## src/rtl/tlik_pkg.sv

```systemverilog
// tlik_pkg: shared constants, types and the arctangent table of the two-link arm
// inverse kinematics solver. No dependencies; every other rtl file imports it.
`default_nettype none

package tlik_pkg;

    localparam int FRAC_BITS     = 16;
    localparam int CORDIC_STAGES = 18;
    localparam int CQ            = 30;
    localparam int FIELD_W       = 20;
    localparam int LEN_W         = 19;
    localparam int TOL_W         = 16;
    localparam int LIM_W         = 8;
    localparam int CFG_W         = 19;
    localparam int CIX_W         = 2;

    localparam int ANG_W  = 36;
    localparam int XY_W   = 34;
    localparam int CSH    = CQ - FRAC_BITS;
    localparam int SC_W   = XY_W - CSH;
    localparam int CIDX_W = $clog2(CORDIC_STAGES);

    localparam int MUL_W  = 26;
    localparam int PROD_W = 2 * MUL_W;
    localparam int NUM_W  = 48;
    localparam int SQ_W   = 51;

    localparam logic signed [ANG_W-1:0] PI_Q30      = 36'sd3373259426;
    localparam logic signed [ANG_W-1:0] TWO_PI_Q30  = 36'sd6746518852;
    localparam logic signed [ANG_W-1:0] HALF_PI_Q30 = 36'sd1686629713;
    localparam logic signed [XY_W-1:0]  GAIN_Q30    = 34'sd652032874;
    localparam logic signed [XY_W-1:0]  CROUND      = XY_W'(1) <<< (CSH - 1);

    localparam logic [NUM_W-1:0] STEP_CLAMP = NUM_W'(1) << 24;

    localparam logic [1:0] ST_CONVERGED = 2'd0;
    localparam logic [1:0] ST_LIMIT     = 2'd1;
    localparam logic [1:0] ST_SINGULAR  = 2'd2;

    localparam logic [CIX_W-1:0] CFG_LINK_ONE  = 2'd0;
    localparam logic [CIX_W-1:0] CFG_LINK_TWO  = 2'd1;
    localparam logic [CIX_W-1:0] CFG_TOLERANCE = 2'd2;
    localparam logic [CIX_W-1:0] CFG_ITER_LIM  = 2'd3;

    typedef struct packed {
        logic                   done;
        logic signed [SC_W-1:0] sin_v;
        logic signed [SC_W-1:0] cos_v;
    } t_sincos;

    typedef struct packed {
        logic                    done;
        logic signed [MUL_W-1:0] quot;
    } t_div_res;

    function automatic logic signed [ANG_W-1:0] atan_q30(input logic [4:0] idx);
        logic signed [ANG_W-1:0] v;
        case (idx)
            5'd0:  v = 36'sd843314857;
            5'd1:  v = 36'sd497837830;
            5'd2:  v = 36'sd263043837;
            5'd3:  v = 36'sd133525159;
            5'd4:  v = 36'sd67021687;
            5'd5:  v = 36'sd33543516;
            5'd6:  v = 36'sd16775851;
            5'd7:  v = 36'sd8388438;
            5'd8:  v = 36'sd4194283;
            5'd9:  v = 36'sd2097150;
            5'd10: v = 36'sd1048576;
            5'd11: v = 36'sd524288;
            5'd12: v = 36'sd262144;
            5'd13: v = 36'sd131072;
            5'd14: v = 36'sd65536;
            5'd15: v = 36'sd32768;
            5'd16: v = 36'sd16384;
            5'd17: v = 36'sd8192;
            5'd18: v = 36'sd4096;
            5'd19: v = 36'sd2048;
            5'd20: v = 36'sd1024;
            5'd21: v = 36'sd512;
            5'd22: v = 36'sd256;
            5'd23: v = 36'sd128;
            5'd24: v = 36'sd64;
            5'd25: v = 36'sd32;
            5'd26: v = 36'sd16;
            5'd27: v = 36'sd8;
            5'd28: v = 36'sd4;
            5'd29: v = 36'sd2;
            5'd30: v = 36'sd1;
            default: v = '0;
        endcase
        return v;
    endfunction

endpackage

`default_nettype wire

```

## src/rtl/tlik_mul.sv

```systemverilog
// tlik_mul: shared signed multiplier with a registered product.
// Depends on tlik_pkg.
`default_nettype none

module tlik_mul import tlik_pkg::*; (
    input  logic                     i_clk,
    input  logic signed [MUL_W-1:0]  i_a,
    input  logic signed [MUL_W-1:0]  i_b,
    output logic signed [PROD_W-1:0] o_prod
);

    logic signed [PROD_W-1:0] r_prod;

    always_ff @(posedge i_clk) begin
        r_prod <= PROD_W'(i_a) * PROD_W'(i_b);
    end

    assign o_prod = r_prod;

endmodule

`default_nettype wire

```

## src/rtl/tlik_cordic.sv

```systemverilog
// tlik_cordic: iterative sine/cosine, one rotation per cycle, with angle
// range reduction in front. Depends on tlik_pkg.
`default_nettype none

module tlik_cordic import tlik_pkg::*; (
    input  logic                   i_clk,
    input  logic                   i_rst_n,
    input  logic                   i_start,
    input  logic signed [FIELD_W:0] i_angle,
    output t_sincos                o_res
);

    typedef enum logic [2:0] {
        C_IDLE, C_REDUCE, C_WRAP, C_FOLD, C_ROTATE, C_FINISH
    } t_cstate;

    t_cstate                 r_state;
    logic signed [ANG_W-1:0] r_a;
    logic signed [XY_W-1:0]  r_x, r_y;
    logic                    r_neg;
    logic [CIDX_W-1:0]       r_idx;
    t_sincos                 r_res;

    logic signed [XY_W-1:0]  x_sh, y_sh, x_fin, y_fin, x_rnd, y_rnd;
    logic signed [ANG_W-1:0] atan_v;

    assign x_sh   = r_x >>> r_idx;
    assign y_sh   = r_y >>> r_idx;
    assign atan_v = atan_q30(5'(r_idx));
    assign x_fin  = r_neg ? -r_x : r_x;
    assign y_fin  = r_neg ? -r_y : r_y;
    assign x_rnd  = x_fin + CROUND;
    assign y_rnd  = y_fin + CROUND;

    always_ff @(posedge i_clk) begin
        if (!i_rst_n) begin
            r_state    <= C_IDLE;
            r_res.done <= 1'b0;
        end else begin
            r_res.done <= 1'b0;
            case (r_state)
                C_IDLE: begin
                    if (i_start) begin
                        r_a     <= ANG_W'(i_angle) <<< CSH;
                        r_neg   <= 1'b0;
                        r_state <= C_REDUCE;
                    end
                end
                // strip whole turns, truncating toward zero
                C_REDUCE: begin
                    if (r_a >= TWO_PI_Q30) begin
                        r_a <= r_a - TWO_PI_Q30;
                    end else if (r_a <= -TWO_PI_Q30) begin
                        r_a <= r_a + TWO_PI_Q30;
                    end else begin
                        r_state <= C_WRAP;
                    end
                end
                C_WRAP: begin
                    if (r_a > PI_Q30) begin
                        r_a <= r_a - TWO_PI_Q30;
                    end else if (r_a < -PI_Q30) begin
                        r_a <= r_a + TWO_PI_Q30;
                    end
                    r_state <= C_FOLD;
                end
                // fold into the right half plane, negate the outputs later
                C_FOLD: begin
                    if (r_a > HALF_PI_Q30) begin
                        r_a   <= r_a - PI_Q30;
                        r_neg <= 1'b1;
                    end else if (r_a < -HALF_PI_Q30) begin
                        r_a   <= r_a + PI_Q30;
                        r_neg <= 1'b1;
                    end
                    r_x     <= GAIN_Q30;
                    r_y     <= '0;
                    r_idx   <= '0;
                    r_state <= C_ROTATE;
                end
                C_ROTATE: begin
                    if (r_a >= 0) begin
                        r_x <= r_x - y_sh;
                        r_y <= r_y + x_sh;
                        r_a <= r_a - atan_v;
                    end else begin
                        r_x <= r_x + y_sh;
                        r_y <= r_y - x_sh;
                        r_a <= r_a + atan_v;
                    end
                    if (r_idx == CIDX_W'(CORDIC_STAGES - 1)) begin
                        r_state <= C_FINISH;
                    end else begin
                        r_idx <= r_idx + 1'b1;
                    end
                end
                C_FINISH: begin
                    r_res.sin_v <= y_rnd[XY_W-1:CSH];
                    r_res.cos_v <= x_rnd[XY_W-1:CSH];
                    r_res.done  <= 1'b1;
                    r_state     <= C_IDLE;
                end
                default: r_state <= C_IDLE;
            endcase
        end
    end

    assign o_res = r_res;

endmodule

`default_nettype wire

```

## src/rtl/tlik_div.sv

```systemverilog
// tlik_div: restoring signed divider, one quotient bit per cycle, truncating
// toward zero and clamping the quotient magnitude. Depends on tlik_pkg.
`default_nettype none

module tlik_div import tlik_pkg::*; (
    input  logic                    i_clk,
    input  logic                    i_rst_n,
    input  logic                    i_start,
    input  logic signed [NUM_W-1:0] i_num,
    input  logic signed [MUL_W-1:0] i_den,
    output t_div_res                o_res
);

    localparam int CNT_W = $clog2(NUM_W);

    typedef enum logic [1:0] {D_IDLE, D_STEP, D_FINISH} t_dstate;

    t_dstate            r_state;
    logic [CNT_W-1:0]   r_cnt;
    logic [NUM_W-1:0]   r_quo;
    logic [MUL_W-2:0]   r_rem;
    logic [MUL_W-2:0]   r_den;
    logic               r_neg;
    t_div_res           r_res;

    logic signed [NUM_W-1:0] num_abs;
    logic signed [MUL_W-1:0] den_abs;
    logic [MUL_W-1:0]        trial, trial_sub;
    logic                    ge;
    logic [MUL_W-1:0]        mag;

    assign num_abs   = i_num[NUM_W-1] ? -i_num : i_num;
    assign den_abs   = i_den[MUL_W-1] ? -i_den : i_den;
    assign trial     = {r_rem, r_quo[NUM_W-1]};
    assign trial_sub = trial - {1'b0, r_den};
    assign ge        = trial >= {1'b0, r_den};
    assign mag       = (r_quo > STEP_CLAMP) ? MUL_W'(STEP_CLAMP) : r_quo[MUL_W-1:0];

    always_ff @(posedge i_clk) begin
        if (!i_rst_n) begin
            r_state    <= D_IDLE;
            r_res.done <= 1'b0;
        end else begin
            r_res.done <= 1'b0;
            case (r_state)
                D_IDLE: begin
                    if (i_start) begin
                        r_quo   <= num_abs;
                        r_den   <= den_abs[MUL_W-2:0];
                        r_rem   <= '0;
                        r_neg   <= i_num[NUM_W-1] ^ i_den[MUL_W-1];
                        r_cnt   <= '0;
                        r_state <= D_STEP;
                    end
                end
                D_STEP: begin
                    r_rem <= ge ? trial_sub[MUL_W-2:0] : trial[MUL_W-2:0];
                    r_quo <= {r_quo[NUM_W-2:0], ge};
                    if (r_cnt == CNT_W'(NUM_W - 1)) begin
                        r_state <= D_FINISH;
                    end else begin
                        r_cnt <= r_cnt + 1'b1;
                    end
                end
                D_FINISH: begin
                    r_res.quot <= r_neg ? -$signed(mag) : $signed(mag);
                    r_res.done <= 1'b1;
                    r_state    <= D_IDLE;
                end
                default: r_state <= D_IDLE;
            endcase
        end
    end

    assign o_res = r_res;

endmodule

`default_nettype wire

```

## src/rtl/two_link_ik_newton_solver.sv

```systemverilog
// two_link_ik_newton_solver: top level, Newton sequencer around the shared
// multiplier, sine/cosine unit and divider. Depends on tlik_pkg, tlik_mul,
// tlik_cordic and tlik_div.
//
// Usage: an item (target point and two start angles) transfers on the input
// channel when i_valid is high and o_stall is low. The block then holds
// o_stall high while it iterates and takes one item at a time. The result
// (two angles, iteration count, status) sits in an output register with
// o_valid high until the receiver takes it with i_stall low; while the
// receiver stalls the result holds and a new item can already be taken.
// Configuration writes transfer on i_cfg_valid (o_cfg_ready is always high)
// and must be made while the block is idle; the block does not enforce this.
// Each Newton iteration makes three passes of the one-rotation-per-cycle
// sine/cosine unit, two quotients of the bit-serial divider and the work
// on the shared multiplier and the checks; an item runs one iteration after
// another and ends with a write into the output register.
// Reset is synchronous and active low; it empties the output register,
// returns the sequencer to idle and loads the register defaults.
`default_nettype none

module two_link_ik_newton_solver import tlik_pkg::*; (
    input  logic                      i_clk,
    input  logic                      i_rst_n,
    input  logic                      i_valid,
    output logic                      o_stall,
    input  logic signed [FIELD_W-1:0] i_target_x,
    input  logic signed [FIELD_W-1:0] i_target_y,
    input  logic signed [FIELD_W-1:0] i_start_angle_one,
    input  logic signed [FIELD_W-1:0] i_start_angle_two,
    output logic                      o_valid,
    input  logic                      i_stall,
    output logic signed [FIELD_W-1:0] o_angle_one,
    output logic signed [FIELD_W-1:0] o_angle_two,
    output logic [LIM_W-1:0]          o_iterations_used,
    output logic [1:0]                o_solve_status,
    input  logic                      i_cfg_valid,
    output logic                      o_cfg_ready,
    input  logic [CIX_W-1:0]          i_cfg_index,
    input  logic [CFG_W-1:0]          i_cfg_data
);

    typedef enum logic [4:0] {
        S_IDLE, S_CHECK, S_SC1, S_SC12, S_SC2,
        S_M_LL, S_M_DET, S_M_A1, S_M_B1, S_M_A2, S_M_B2, S_SUM, S_RES,
        S_N0, S_N1, S_N2, S_N3, S_N4, S_DIV1, S_DIV2,
        S_UPD, S_Q1, S_Q2, S_Q3, S_OUT
    } t_state;

    localparam logic signed [MUL_W:0] P_MAX = (MUL_W+1)'((1 <<< (FIELD_W - 1)) - 1);
    localparam logic signed [MUL_W:0] P_MIN = -((MUL_W+1)'(1 <<< (FIELD_W - 1)));

    t_state r_state;

    logic [LEN_W-1:0] r_len1, r_len2;
    logic [TOL_W-1:0] r_tol;
    logic [LIM_W-1:0] r_lim;

    logic signed [FIELD_W-1:0] r_tx, r_ty, r_p1, r_p2;
    logic [LIM_W-1:0]          r_it;
    logic [1:0]                r_status;
    logic signed [SC_W-1:0]    r_s1, r_c1, r_s12, r_c12, r_s2;
    logic signed [MUL_W-1:0]   r_det, r_a1, r_b1, r_a2, r_b2;
    logic signed [MUL_W-1:0]   r_sx, r_sy, r_r1, r_r2, r_d1, r_d2;
    logic signed [SQ_W-1:0]    r_acc, r_sq;
    logic signed [NUM_W-1:0]   r_num1, r_num2;

    logic                      r_out_valid;
    logic signed [FIELD_W-1:0] r_out_a1, r_out_a2;
    logic [LIM_W-1:0]          r_out_it;
    logic [1:0]                r_out_st;

    logic signed [MUL_W-1:0]  mul_a, mul_b, len1_op, len2_op, tol_op, prod_q;
    logic signed [PROD_W-1:0] prod;
    logic signed [SQ_W-1:0]   prod_w;
    logic                     sc_start, div_start;
    logic signed [FIELD_W:0]  sc_angle;
    logic signed [NUM_W-1:0]  div_num;
    t_sincos                  sc_res;
    t_div_res                 div_res;
    logic signed [MUL_W:0]    p1_new, p2_new;
    logic                     out_free;

    assign len1_op = {{(MUL_W-LEN_W){1'b0}}, r_len1};
    assign len2_op = {{(MUL_W-LEN_W){1'b0}}, r_len2};
    assign tol_op  = {{(MUL_W-TOL_W){1'b0}}, r_tol} + MUL_W'(1);
    assign prod_q  = prod[FRAC_BITS+MUL_W-1:FRAC_BITS];
    assign prod_w  = prod[SQ_W-1:0];
    assign p1_new  = (MUL_W+1)'(r_p1) - (MUL_W+1)'(r_d1);
    assign p2_new  = (MUL_W+1)'(r_p2) - (MUL_W+1)'(r_d2);
    assign out_free = !r_out_valid || !i_stall;

    // operand select for the shared multiplier
    always_comb begin
        mul_a = '0;
        mul_b = '0;
        case (r_state)
            S_M_LL:  begin mul_a = len1_op; mul_b = len2_op;       end
            S_M_DET: begin mul_a = prod_q;  mul_b = MUL_W'(r_s2);  end
            S_M_A1:  begin mul_a = len1_op; mul_b = MUL_W'(r_s1);  end
            S_M_B1:  begin mul_a = len2_op; mul_b = MUL_W'(r_s12); end
            S_M_A2:  begin mul_a = len1_op; mul_b = MUL_W'(r_c1);  end
            S_M_B2:  begin mul_a = len2_op; mul_b = MUL_W'(r_c12); end
            S_N0:    begin mul_a = r_b2;    mul_b = r_r1;          end
            S_N1:    begin mul_a = r_b1;    mul_b = r_r2;          end
            S_N2:    begin mul_a = r_sy;    mul_b = r_r2;          end
            S_N3:    begin mul_a = r_sx;    mul_b = r_r1;          end
            S_UPD:   begin mul_a = r_d1;    mul_b = r_d1;          end
            S_Q1:    begin mul_a = r_d2;    mul_b = r_d2;          end
            S_Q2:    begin mul_a = tol_op;  mul_b = tol_op;        end
            default: begin mul_a = '0;      mul_b = '0;            end
        endcase
    end

    always_comb begin
        sc_start = 1'b0;
        sc_angle = (FIELD_W+1)'(r_p1);
        case (r_state)
            S_CHECK: sc_start = r_it < r_lim;
            S_SC1: begin
                sc_start = sc_res.done;
                sc_angle = (FIELD_W+1)'(r_p1) + (FIELD_W+1)'(r_p2);
            end
            S_SC12: begin
                sc_start = sc_res.done;
                sc_angle = (FIELD_W+1)'(r_p2);
            end
            default: sc_start = 1'b0;
        endcase
    end

    assign div_start = (r_state == S_N4) || (r_state == S_DIV1 && div_res.done);
    assign div_num   = (r_state == S_N4) ? r_num1 : r_num2;

    tlik_mul u_mul (
        .i_clk  (i_clk),
        .i_a    (mul_a),
        .i_b    (mul_b),
        .o_prod (prod)
    );

    tlik_cordic u_cordic (
        .i_clk   (i_clk),
        .i_rst_n (i_rst_n),
        .i_start (sc_start),
        .i_angle (sc_angle),
        .o_res   (sc_res)
    );

    tlik_div u_div (
        .i_clk   (i_clk),
        .i_rst_n (i_rst_n),
        .i_start (div_start),
        .i_num   (div_num),
        .i_den   (r_det),
        .o_res   (div_res)
    );

    always_ff @(posedge i_clk) begin
        if (!i_rst_n) begin
            r_state     <= S_IDLE;
            r_out_valid <= 1'b0;
            r_len1      <= LEN_W'(1 << FRAC_BITS);
            r_len2      <= LEN_W'(1 << FRAC_BITS);
            r_tol       <= TOL_W'(7);
            r_lim       <= LIM_W'(64);
        end else begin
            if (i_cfg_valid) begin
                case (i_cfg_index)
                    CFG_LINK_ONE:  r_len1 <= i_cfg_data[LEN_W-1:0];
                    CFG_LINK_TWO:  r_len2 <= i_cfg_data[LEN_W-1:0];
                    CFG_TOLERANCE: r_tol  <= i_cfg_data[TOL_W-1:0];
                    CFG_ITER_LIM:  r_lim  <= i_cfg_data[LIM_W-1:0];
                    default:       r_lim  <= r_lim;
                endcase
            end

            if (r_state == S_OUT && out_free) begin
                r_out_valid <= 1'b1;
                r_out_a1    <= r_p1;
                r_out_a2    <= r_p2;
                r_out_it    <= r_it;
                r_out_st    <= r_status;
            end else if (!i_stall) begin
                r_out_valid <= 1'b0;
            end

            case (r_state)
                S_IDLE: begin
                    if (i_valid) begin
                        r_tx    <= i_target_x;
                        r_ty    <= i_target_y;
                        r_p1    <= i_start_angle_one;
                        r_p2    <= i_start_angle_two;
                        r_it    <= '0;
                        r_state <= S_CHECK;
                    end
                end
                S_CHECK: begin
                    if (r_it < r_lim) begin
                        r_state <= S_SC1;
                    end else begin
                        r_status <= ST_LIMIT;
                        r_state  <= S_OUT;
                    end
                end
                S_SC1: begin
                    if (sc_res.done) begin
                        r_s1    <= sc_res.sin_v;
                        r_c1    <= sc_res.cos_v;
                        r_state <= S_SC12;
                    end
                end
                S_SC12: begin
                    if (sc_res.done) begin
                        r_s12   <= sc_res.sin_v;
                        r_c12   <= sc_res.cos_v;
                        r_state <= S_SC2;
                    end
                end
                S_SC2: begin
                    if (sc_res.done) begin
                        r_s2    <= sc_res.sin_v;
                        r_state <= S_M_LL;
                    end
                end
                S_M_LL:  r_state <= S_M_DET;
                S_M_DET: r_state <= S_M_A1;
                S_M_A1: begin
                    r_det <= prod_q;
                    if (prod_q == '0) begin
                        r_status <= ST_SINGULAR;
                        r_state  <= S_OUT;
                    end else begin
                        r_state <= S_M_B1;
                    end
                end
                S_M_B1: begin
                    r_a1    <= prod_q;
                    r_state <= S_M_A2;
                end
                S_M_A2: begin
                    r_b1    <= prod_q;
                    r_state <= S_M_B2;
                end
                S_M_B2: begin
                    r_a2    <= prod_q;
                    r_state <= S_SUM;
                end
                // tip position sums, the residual follows
                S_SUM: begin
                    r_b2    <= prod_q;
                    r_sx    <= r_a2 + prod_q;
                    r_sy    <= r_a1 + r_b1;
                    r_state <= S_RES;
                end
                S_RES: begin
                    r_r1    <= r_sx - MUL_W'(r_tx);
                    r_r2    <= r_sy - MUL_W'(r_ty);
                    r_state <= S_N0;
                end
                S_N0: r_state <= S_N1;
                S_N1: begin
                    r_acc   <= prod_w;
                    r_state <= S_N2;
                end
                S_N2: begin
                    r_num1  <= NUM_W'(r_acc + prod_w);
                    r_state <= S_N3;
                end
                S_N3: begin
                    r_acc   <= prod_w;
                    r_state <= S_N4;
                end
                S_N4: begin
                    r_num2  <= NUM_W'(-r_acc - prod_w);
                    r_state <= S_DIV1;
                end
                S_DIV1: begin
                    if (div_res.done) begin
                        r_d1    <= div_res.quot;
                        r_state <= S_DIV2;
                    end
                end
                S_DIV2: begin
                    if (div_res.done) begin
                        r_d2    <= div_res.quot;
                        r_state <= S_UPD;
                    end
                end
                S_UPD: begin
                    if (p1_new > P_MAX) begin
                        r_p1 <= P_MAX[FIELD_W-1:0];
                    end else if (p1_new < P_MIN) begin
                        r_p1 <= P_MIN[FIELD_W-1:0];
                    end else begin
                        r_p1 <= p1_new[FIELD_W-1:0];
                    end
                    if (p2_new > P_MAX) begin
                        r_p2 <= P_MAX[FIELD_W-1:0];
                    end else if (p2_new < P_MIN) begin
                        r_p2 <= P_MIN[FIELD_W-1:0];
                    end else begin
                        r_p2 <= p2_new[FIELD_W-1:0];
                    end
                    r_it    <= r_it + 1'b1;
                    r_state <= S_Q1;
                end
                S_Q1: begin
                    r_acc   <= prod_w;
                    r_state <= S_Q2;
                end
                S_Q2: begin
                    r_sq    <= r_acc + prod_w;
                    r_state <= S_Q3;
                end
                // floor sqrt of the squared step is within tolerance
                // exactly when the square is below (tol + 1) squared
                S_Q3: begin
                    if (r_sq < prod_w) begin
                        r_status <= ST_CONVERGED;
                        r_state  <= S_OUT;
                    end else begin
                        r_state <= S_CHECK;
                    end
                end
                S_OUT: begin
                    if (out_free) begin
                        r_state <= S_IDLE;
                    end
                end
                default: r_state <= S_IDLE;
            endcase
        end
    end

    assign o_stall           = r_state != S_IDLE;
    assign o_valid           = r_out_valid;
    assign o_angle_one       = r_out_a1;
    assign o_angle_two       = r_out_a2;
    assign o_iterations_used = r_out_it;
    assign o_solve_status    = r_out_st;
    assign o_cfg_ready       = 1'b1;

endmodule

`default_nettype wire

```

## config.mk

```make
export PLATFORM = sky130hd
export DESIGN_NAME = two_link_ik_newton_solver
export DESIGN_NICKNAME = d
export VERILOG_FILES = /design/src/rtl/tlik_pkg.sv /design/src/rtl/tlik_mul.sv /design/src/rtl/tlik_cordic.sv /design/src/rtl/tlik_div.sv /design/src/rtl/two_link_ik_newton_solver.sv
export SDC_FILE = /design/constraint.sdc
export NUM_CORES = 2
export LEC_CHECK = 0
export ABC_CLOCK_PERIOD_IN_PS = 10570
export BUFFER_PORTS_ARGS = -buffer_cell sky130_fd_sc_hd__clkbuf_2
export CORE_UTILIZATION = 25
export CTS_BUF_LIST = sky130_fd_sc_hd__clkbuf_4 sky130_fd_sc_hd__clkbuf_8 sky130_fd_sc_hd__clkbuf_16
export DETAILED_ROUTE_END_ITERATION = 7
export PLACE_DENSITY_LB_ADDON = 0.2
export SYNTH_ARGS = -nofsm -noshare
export SYNTH_HDL_FRONTEND = slang
export SYNTH_SLANG_ARGS = --single-unit
```

## constraint.sdc

```tcl
create_clock -name i_clk -period 10.57 [get_ports i_clk]
set_input_delay 2.114 -clock i_clk [delete_from_list [all_inputs] [get_ports i_clk]]
set_output_delay 2.114 -clock i_clk [all_outputs]
set_load 0.005 [all_outputs]
```

* After elaboration in Yosys (flattened, before gate mapping)
Memory sizes are Yosys's and may differ from the RTL's. A register that Yosys moved wholly into a read port is not among the register bits. Cells that the tools add are included.
Operators by class: add/subtract/negate cells 32, $mul 1, order comparisons 15, eq/ne operators 58, shift operators 2, muxes and demuxes 76, bitwise gates (word level) 1, reduce and logical (&&, ||, !) cells 59
Operators with widths (count):
- 36-bit two-way mux | 8
- 26-bit case mux with 11 select lines | 1
- 26-bit case mux with 10 select lines | 1
- 36-bit case mux with 5 select lines | 1
- 48-bit two-way mux | 3
- 34-bit two-way mux | 4
- 34-bit case mux with 2 select lines | 2
- 5-bit case mux with 25 select lines | 1
- 20-bit two-way mux | 6
- 48-bit negator | 2
- 48-bit case mux with 2 select lines | 1
- 20-bit case mux with 2 select lines | 2
- 25-bit two-way mux | 3
- 34-bit by 15-bit adder with 34-bit output, second input constant | 2
- 34-bit adder | 2
- 34-bit negator | 2
- 34-bit by 5-bit >>> shifter with 34-bit output | 2
- 34-bit subtractor | 2
- 5-bit two-way mux | 12
- 27-bit by 20-bit greater-than comparator with 1-bit output, second input constant | 2
- 27-bit by 20-bit < comparator with 1-bit output, second input constant | 2
- 20-bit by 26-bit subtractor with 27-bit output | 2
- 26-bit adder | 2
- 26-bit two-way mux | 2
- 78 further kinds | 177
Word-level totals: flip-flop bits (word level) 1131, bits in read-only memories 960, input port bits 106, output and inout bits 53, word-level logic and storage cells 299, memories kept 1
Memory list:
- (no name shown) | depth 32, width 30, rd ports 1, clocked after memory_dff 1, wr ports 0, line tlik_pkg.sv:58 | case (idx)

* Longest topological paths before layout
depth in word-level cells 6, gate-level depth with buffers 39

* Modules after synthesis
From an unflattened synthesis, not the netlist that was laid out.
Second synthesis, totals: cells, all modules 10822, area total of the unflattened synthesis 104566.5 µm²
By module, submodules not included:
- two_link_ik_newton_solver | times used 1, cells an instance 3965, area each 44297.5 µm², seq. area each 23102.2 µm²
- tlik_mul | times used 1, cells an instance 2817, area each 25941.1 µm², seq. area each 1041.0 µm²
- tlik_cordic | times used 1, cells an instance 3136, area each 25564.5 µm², seq. area each 5185.0 µm²
- tlik_div | times used 1, cells an instance 904, area each 8763.4 µm², seq. area each 3993.8 µm²

* Worst setup path after synthesis
Ideal clock, no wire load.
path kind register to register, from reg r_state[3], to reg u_mul.r_prod[50] (netlist: u_mul.o_prod[50]), library setup time 0.121 ns, data arrival time 9.687 ns, data required time 10.449 ns, slack 0.762 ns, cell stages (with the launch flop) 37, clock period less this slack 9.808 ns, cell sequence dfxtp_1 clkbuf_1 or3b_2 clkbuf_1 nor3_1 or2_2 clkbuf_1 clkbuf_1 buf_1 a21oi_1 nand4b_1 clkbuf_1 nand2_1 fa_1 inv_1 fa_1 inv_1 fa_1 inv_1 fa_1 ha_1 fa_1 inv_1 fa_1 inv_1 ha_1 a21boi_0 o21ai_0 a221o_1 o31a_1 o31a_1 a21oi_1 a21oi_1 o31ai_1 a211o_1 a21oi_1 xnor2_1
On the way: cells in the longest elaborated chain, start to end 4, elaborated cells between the ends (all ways) 20, classes of those cells mul: 1; eq/ne: 13; mux: 2; reduce/logical: 4
Ends and longest elaborated chain:
- start, declared | line two_link_ik_newton_solver.sv:52 | t_state r_state;
- start signal, assigned | line two_link_ik_newton_solver.sv:160 | r_state <= S_IDLE;
- start signal, assigned | line two_link_ik_newton_solver.sv:195 | r_state <= S_CHECK;
- start signal, assigned | line two_link_ik_newton_solver.sv:200 | r_state <= S_SC1;
- 5-bit by 3-bit equality test with 1-bit output (tied with other cells) | line two_link_ik_newton_solver.sv:96 | case (r_state)
- 3-bit OR reduction (no line) or 2-bit OR reduction (tied branches)
- 26-bit case mux with 10 select lines or 26-bit case mux with 11 select lines (tied branches) | line two_link_ik_newton_solver.sv:96
- 26-bit by 26-bit multiplier with 51-bit output * | line tlik_mul.sv:15 | r_prod <= PROD_W'(i_a) * PROD_W'(i_b);
- end signal, assigned | line tlik_mul.sv:15
- end, declared | line tlik_mul.sv:12 | logic signed [PROD_W-1:0] r_prod;
Mark *: on every way between the ends. The rest lies on a longest branch, timed or not. A chain may end at the register's enable or synchronous reset.

* Worst setup path after layout
from reg r_state[0], to reg u_mul.r_prod[48] (netlist: u_mul.o_prod[48])
Same word-level chain as after synthesis.

==> results.cfg <==
[worst_setup_path]
path_class = flop to flop
end_kind = flop
rrSetupSlack_ns = 0.25
critical_path.startpoint_type = flop
worstSetupStartpoint = r_state[0]
critical_path.most_common_cell = fa_1
slowest_stage = a221oi_1
critPathMaxStageDelay_ns = 0.65
crit_required_ns = 11.29
timing.rr.end = u_mul.o_prod[48]
cp_max_fo = 22
timing.rr.start = r_state[0]
r2r_cells = 31
crit_arrival_ns = 11.05
cp-endpoint = u_mul.o_prod[48]

[clock_network]
cts_tree = yes
clk_path_buf_depth = 4
clkTransAtPathRegs_ns = 0.06
cts-root-buf = clkbuf_16
cts_buffers = 157
htree_levels = 4
clk_latency_ns = 0.89
ctsHoldBuffers = 0
cts.sinks = 1161

[drt]
wire_per_inst_um = 24.29
vias = 79497
drtPass1Iterations = 8
route.detailed.vias_per_inst = 4.989
initialDrtViolationCount = 6533
drtAntennaViolNets = 0
routed_wl_um = 387100
drc_errors = 0

[place]
place_hpwl_um = 307400
gp_congestion = 0.9287
port_buffers = 157

[die]
die_height_um = 635.3
start_util = 0.2512
rows = 232
ios = 159
coreArea_mm2 = 0.3991
die_x_um = 635.3
die_area_mm2 = 0.4036

[logic_synthesis]
ys_seq_area_frac = 0.3321
avgSynthCellArea_um2 = 9.670
synth_fp_nets = 11861
synth_edf_count = 1005
synth_area_leaders = edfxtp_1 30%, fa_1 14%, ha_1 8.4%
synth_seq_cells = 1161
synth.top_cell.area_share = 0.3010
synth_flop_cell = edfxtp_1
async_flop_share = 0
syn_inst = 10370
synth_warnings = 0
synth_cell_types = 96
synth_area_mm2 = 0.1003
yosys.area.top_type = edfxtp_1

[sta]
setup_violations = 0
drv_slew = 0
fmax_mhz = 96.87
hold_viol_final = 0
tightest_slew_ns = 1.446
max_slew_margin = 0.02931
grt_setup_unrepaired = no
period_minus_slack_ns = 10.32
period_share = 0.9766
clock_skew_ns = 0.1175
setup_tns_ns = 0

[run]
cap_violations = 0

[pwr]
power.leakage_nw = 46.56
seqPwrFrac = 0.287
p_sw_frac = 0.4179
power_density_mw_per_mm2 = 182.1
intPower_mw = 12.08
peakVddDrop_v = 0.0001410
switching_power_mw = 8.674
combPwrFrac = 0.440
clockPowerShare = 0.273
p_total_mw = 20.76

[worst_hold_path]
min_path_type = flop to flop

[cells_and_area]
syn_to_final_growth_pct = 13.70
drive_above_1_share = 0.09501
nNetsFinal = 12029
fillCellCount = 41817

[grt]
grt_max_degree = 86
grt_use_total = 0.1859
antenna_found_initial = 23
grt_pass1_wl_um = 559200
grt_pass1_vias = 79770
grt_overflow = 0

[run_status]
outcome = completed
[per-layer routing]
layer,part of all wire,vias to the layer above,routed length (um),global-route usage
li1,-,36378,-,-
met1,0.43,40176,165600,0.2407
met2,0.48,2437,185100,0.3171
met3,0.052,500,20280,0.02358
met4,0.041,6,16020,0.06601
met5,0.00013,-,50,0
[state kept, by name, indices dropped and copies added (netlist names), 34 cells and up]
name,cells
u_mul.o_prod,51
r_sq,51
u_cordic.o_res,41
u_cordic.r_a,36
u_cordic.r_x,34
r_num1,48
u_div.r_quo,48
r_acc,51
r_num2,48
u_cordic.r_y,34
[layout by cell type, fill, tap and decap left out, types with 76 or more instances in the layout]
| cell | count |
|---|---|
| and3_1 | 76 |
| clkbuf_16 | 159 |
| mux4_2 | 89 |
| buf_4 | 294 |
| nand2_1 | 1108 |
| a21oi_1 | 551 |
| clkbuf_2 | 156 |
| nor3_1 | 146 |
| nor2b_1 | 104 |
| nand3_1 | 162 |
| xnor2_1 | 426 |
| a22oi_1 | 92 |
| xor2_1 | 275 |
| a31oi_1 | 79 |
| fa_1 | 715 |
| o21a_1 | 97 |
| edfxtp_1 | 1005 |
| or3_1 | 86 |
| inv_1 | 1205 |
| a21boi_0 | 82 |
| nor2_1 | 835 |
| ha_1 | 670 |
| o21ai_0 | 473 |
| a21o_1 | 207 |
| nand2b_1 | 111 |
| dfxtp_1 | 154 |
| mux2i_1 | 119 |
[synth_stat cells (all sizes together) (49+ instances only)]
cell and n:
nand2 1111, xor2 275, fa 715, mux4 89, o21bai 59, a211oi 57
or3 86, inv 1209, o31ai 64, o21ai 481, nand3 162, o21a 97
nor3 163, nor2 847, dfxtp 156, edfxtp 1005, nor4 55, a31oi 79
ha 670, nand4 63, buf 56, and2 68, nand2b 112, a21oi 554
a21boi 84, xnor2 426, a21o 208, or2 52, mux2i 121, a22oi 92
mux2 49, nor2b 106, clkbuf 391, and3 81
[area by class of cell]
cell class,instances,area (um^2),share of cell area
flip-flops and latches,1161,33300,0.2921
diodes,8,20.02,0.0001756
clock buffers,192,4283,0.03756
clock inverters,91,1074,0.009416
repair buffers,456,3099,0.02718
inverters,1211,4547,0.03988
well taps,5265,6588,0.05778
multi-input cells,7551,61100,0.5359
[stage by stage]
stage	util	area (um^2)	worst slack (ns)	hold slack, ns	cells
final	0.2857	114000	0.2468	0.4561	15935
after global routing	0.2856	114000	0.03231	0.4717	15930
after floorplan	-	100300	0.7617	0.4003	10370
after detailed placement	0.2716	108400	0.06043	0.4395	15630
after CTS	0.2850	113800	0.006702	0.4525	15913
after global placement	0.2716	108400	0.05723	0.4339	15630
[worst min-delay path by stage]
stage,start,end,slack [ns],cells after the start
global route,u_cordic.o_res[39],r_s1[19],0.47,0
finish,u_div.o_res[3],r_d1[3],0.46,0
global placement,u_div.o_res[14],r_d1[14],0.43,0
CTS,u_cordic.o_res[39],r_s1[19],0.45,0
detailed placement,u_div.o_res[14],r_d1[14],0.44,0
floorplan,r_status[0],o_solve_status[0],0.40,0
[logic make-up after synthesis]
logic type | count (synthesis) | share of synthesized area
other | 1 | 0.00003740
muxes | 259 | 0.03757
xor gates and xnor gates | 701 | 0.06123
buffers and inverters | 1658 | 0.06272
and+or+nand+nor | 3017 | 0.1378
DFF | 1161 | 0.3321
adders and majority gates | 1385 | 0.2263
AOI/OAI and AO/OA | 2188 | 0.1422
[repair_timing]
item / in CTS / in global routing
cloned: 0 / 0
endpoints found under the setup margin: 1 / 13
resized for setup: 1 / 20
pin swaps: 0 / 5
setup buffers: 0 / 14
[critical path, delay by kind of cell (launching register included)]
kind,cells,cell delay [ns]
fa+ha+maj,8,4.16
compound gates,10,3.00
simple gates,7,1.35
buf+inv,6,1.02
flops,1,0.55
[power groups by stage]
stage | clock (mW) | combinational, mW | sequential (mW)
after floorplan | 0 | 6.01 | 5.78
after global placement | 0 | 9.05 | 6.04
after detailed placement | 0 | 9.06 | 6.04
after CTS | 5.82 | 9.13 | 5.95
final | 5.66 | 9.14 | 5.95
after global routing | 5.96 | 10.0 | 5.99
Note: power is estimated with default switching activity, not from simulation.
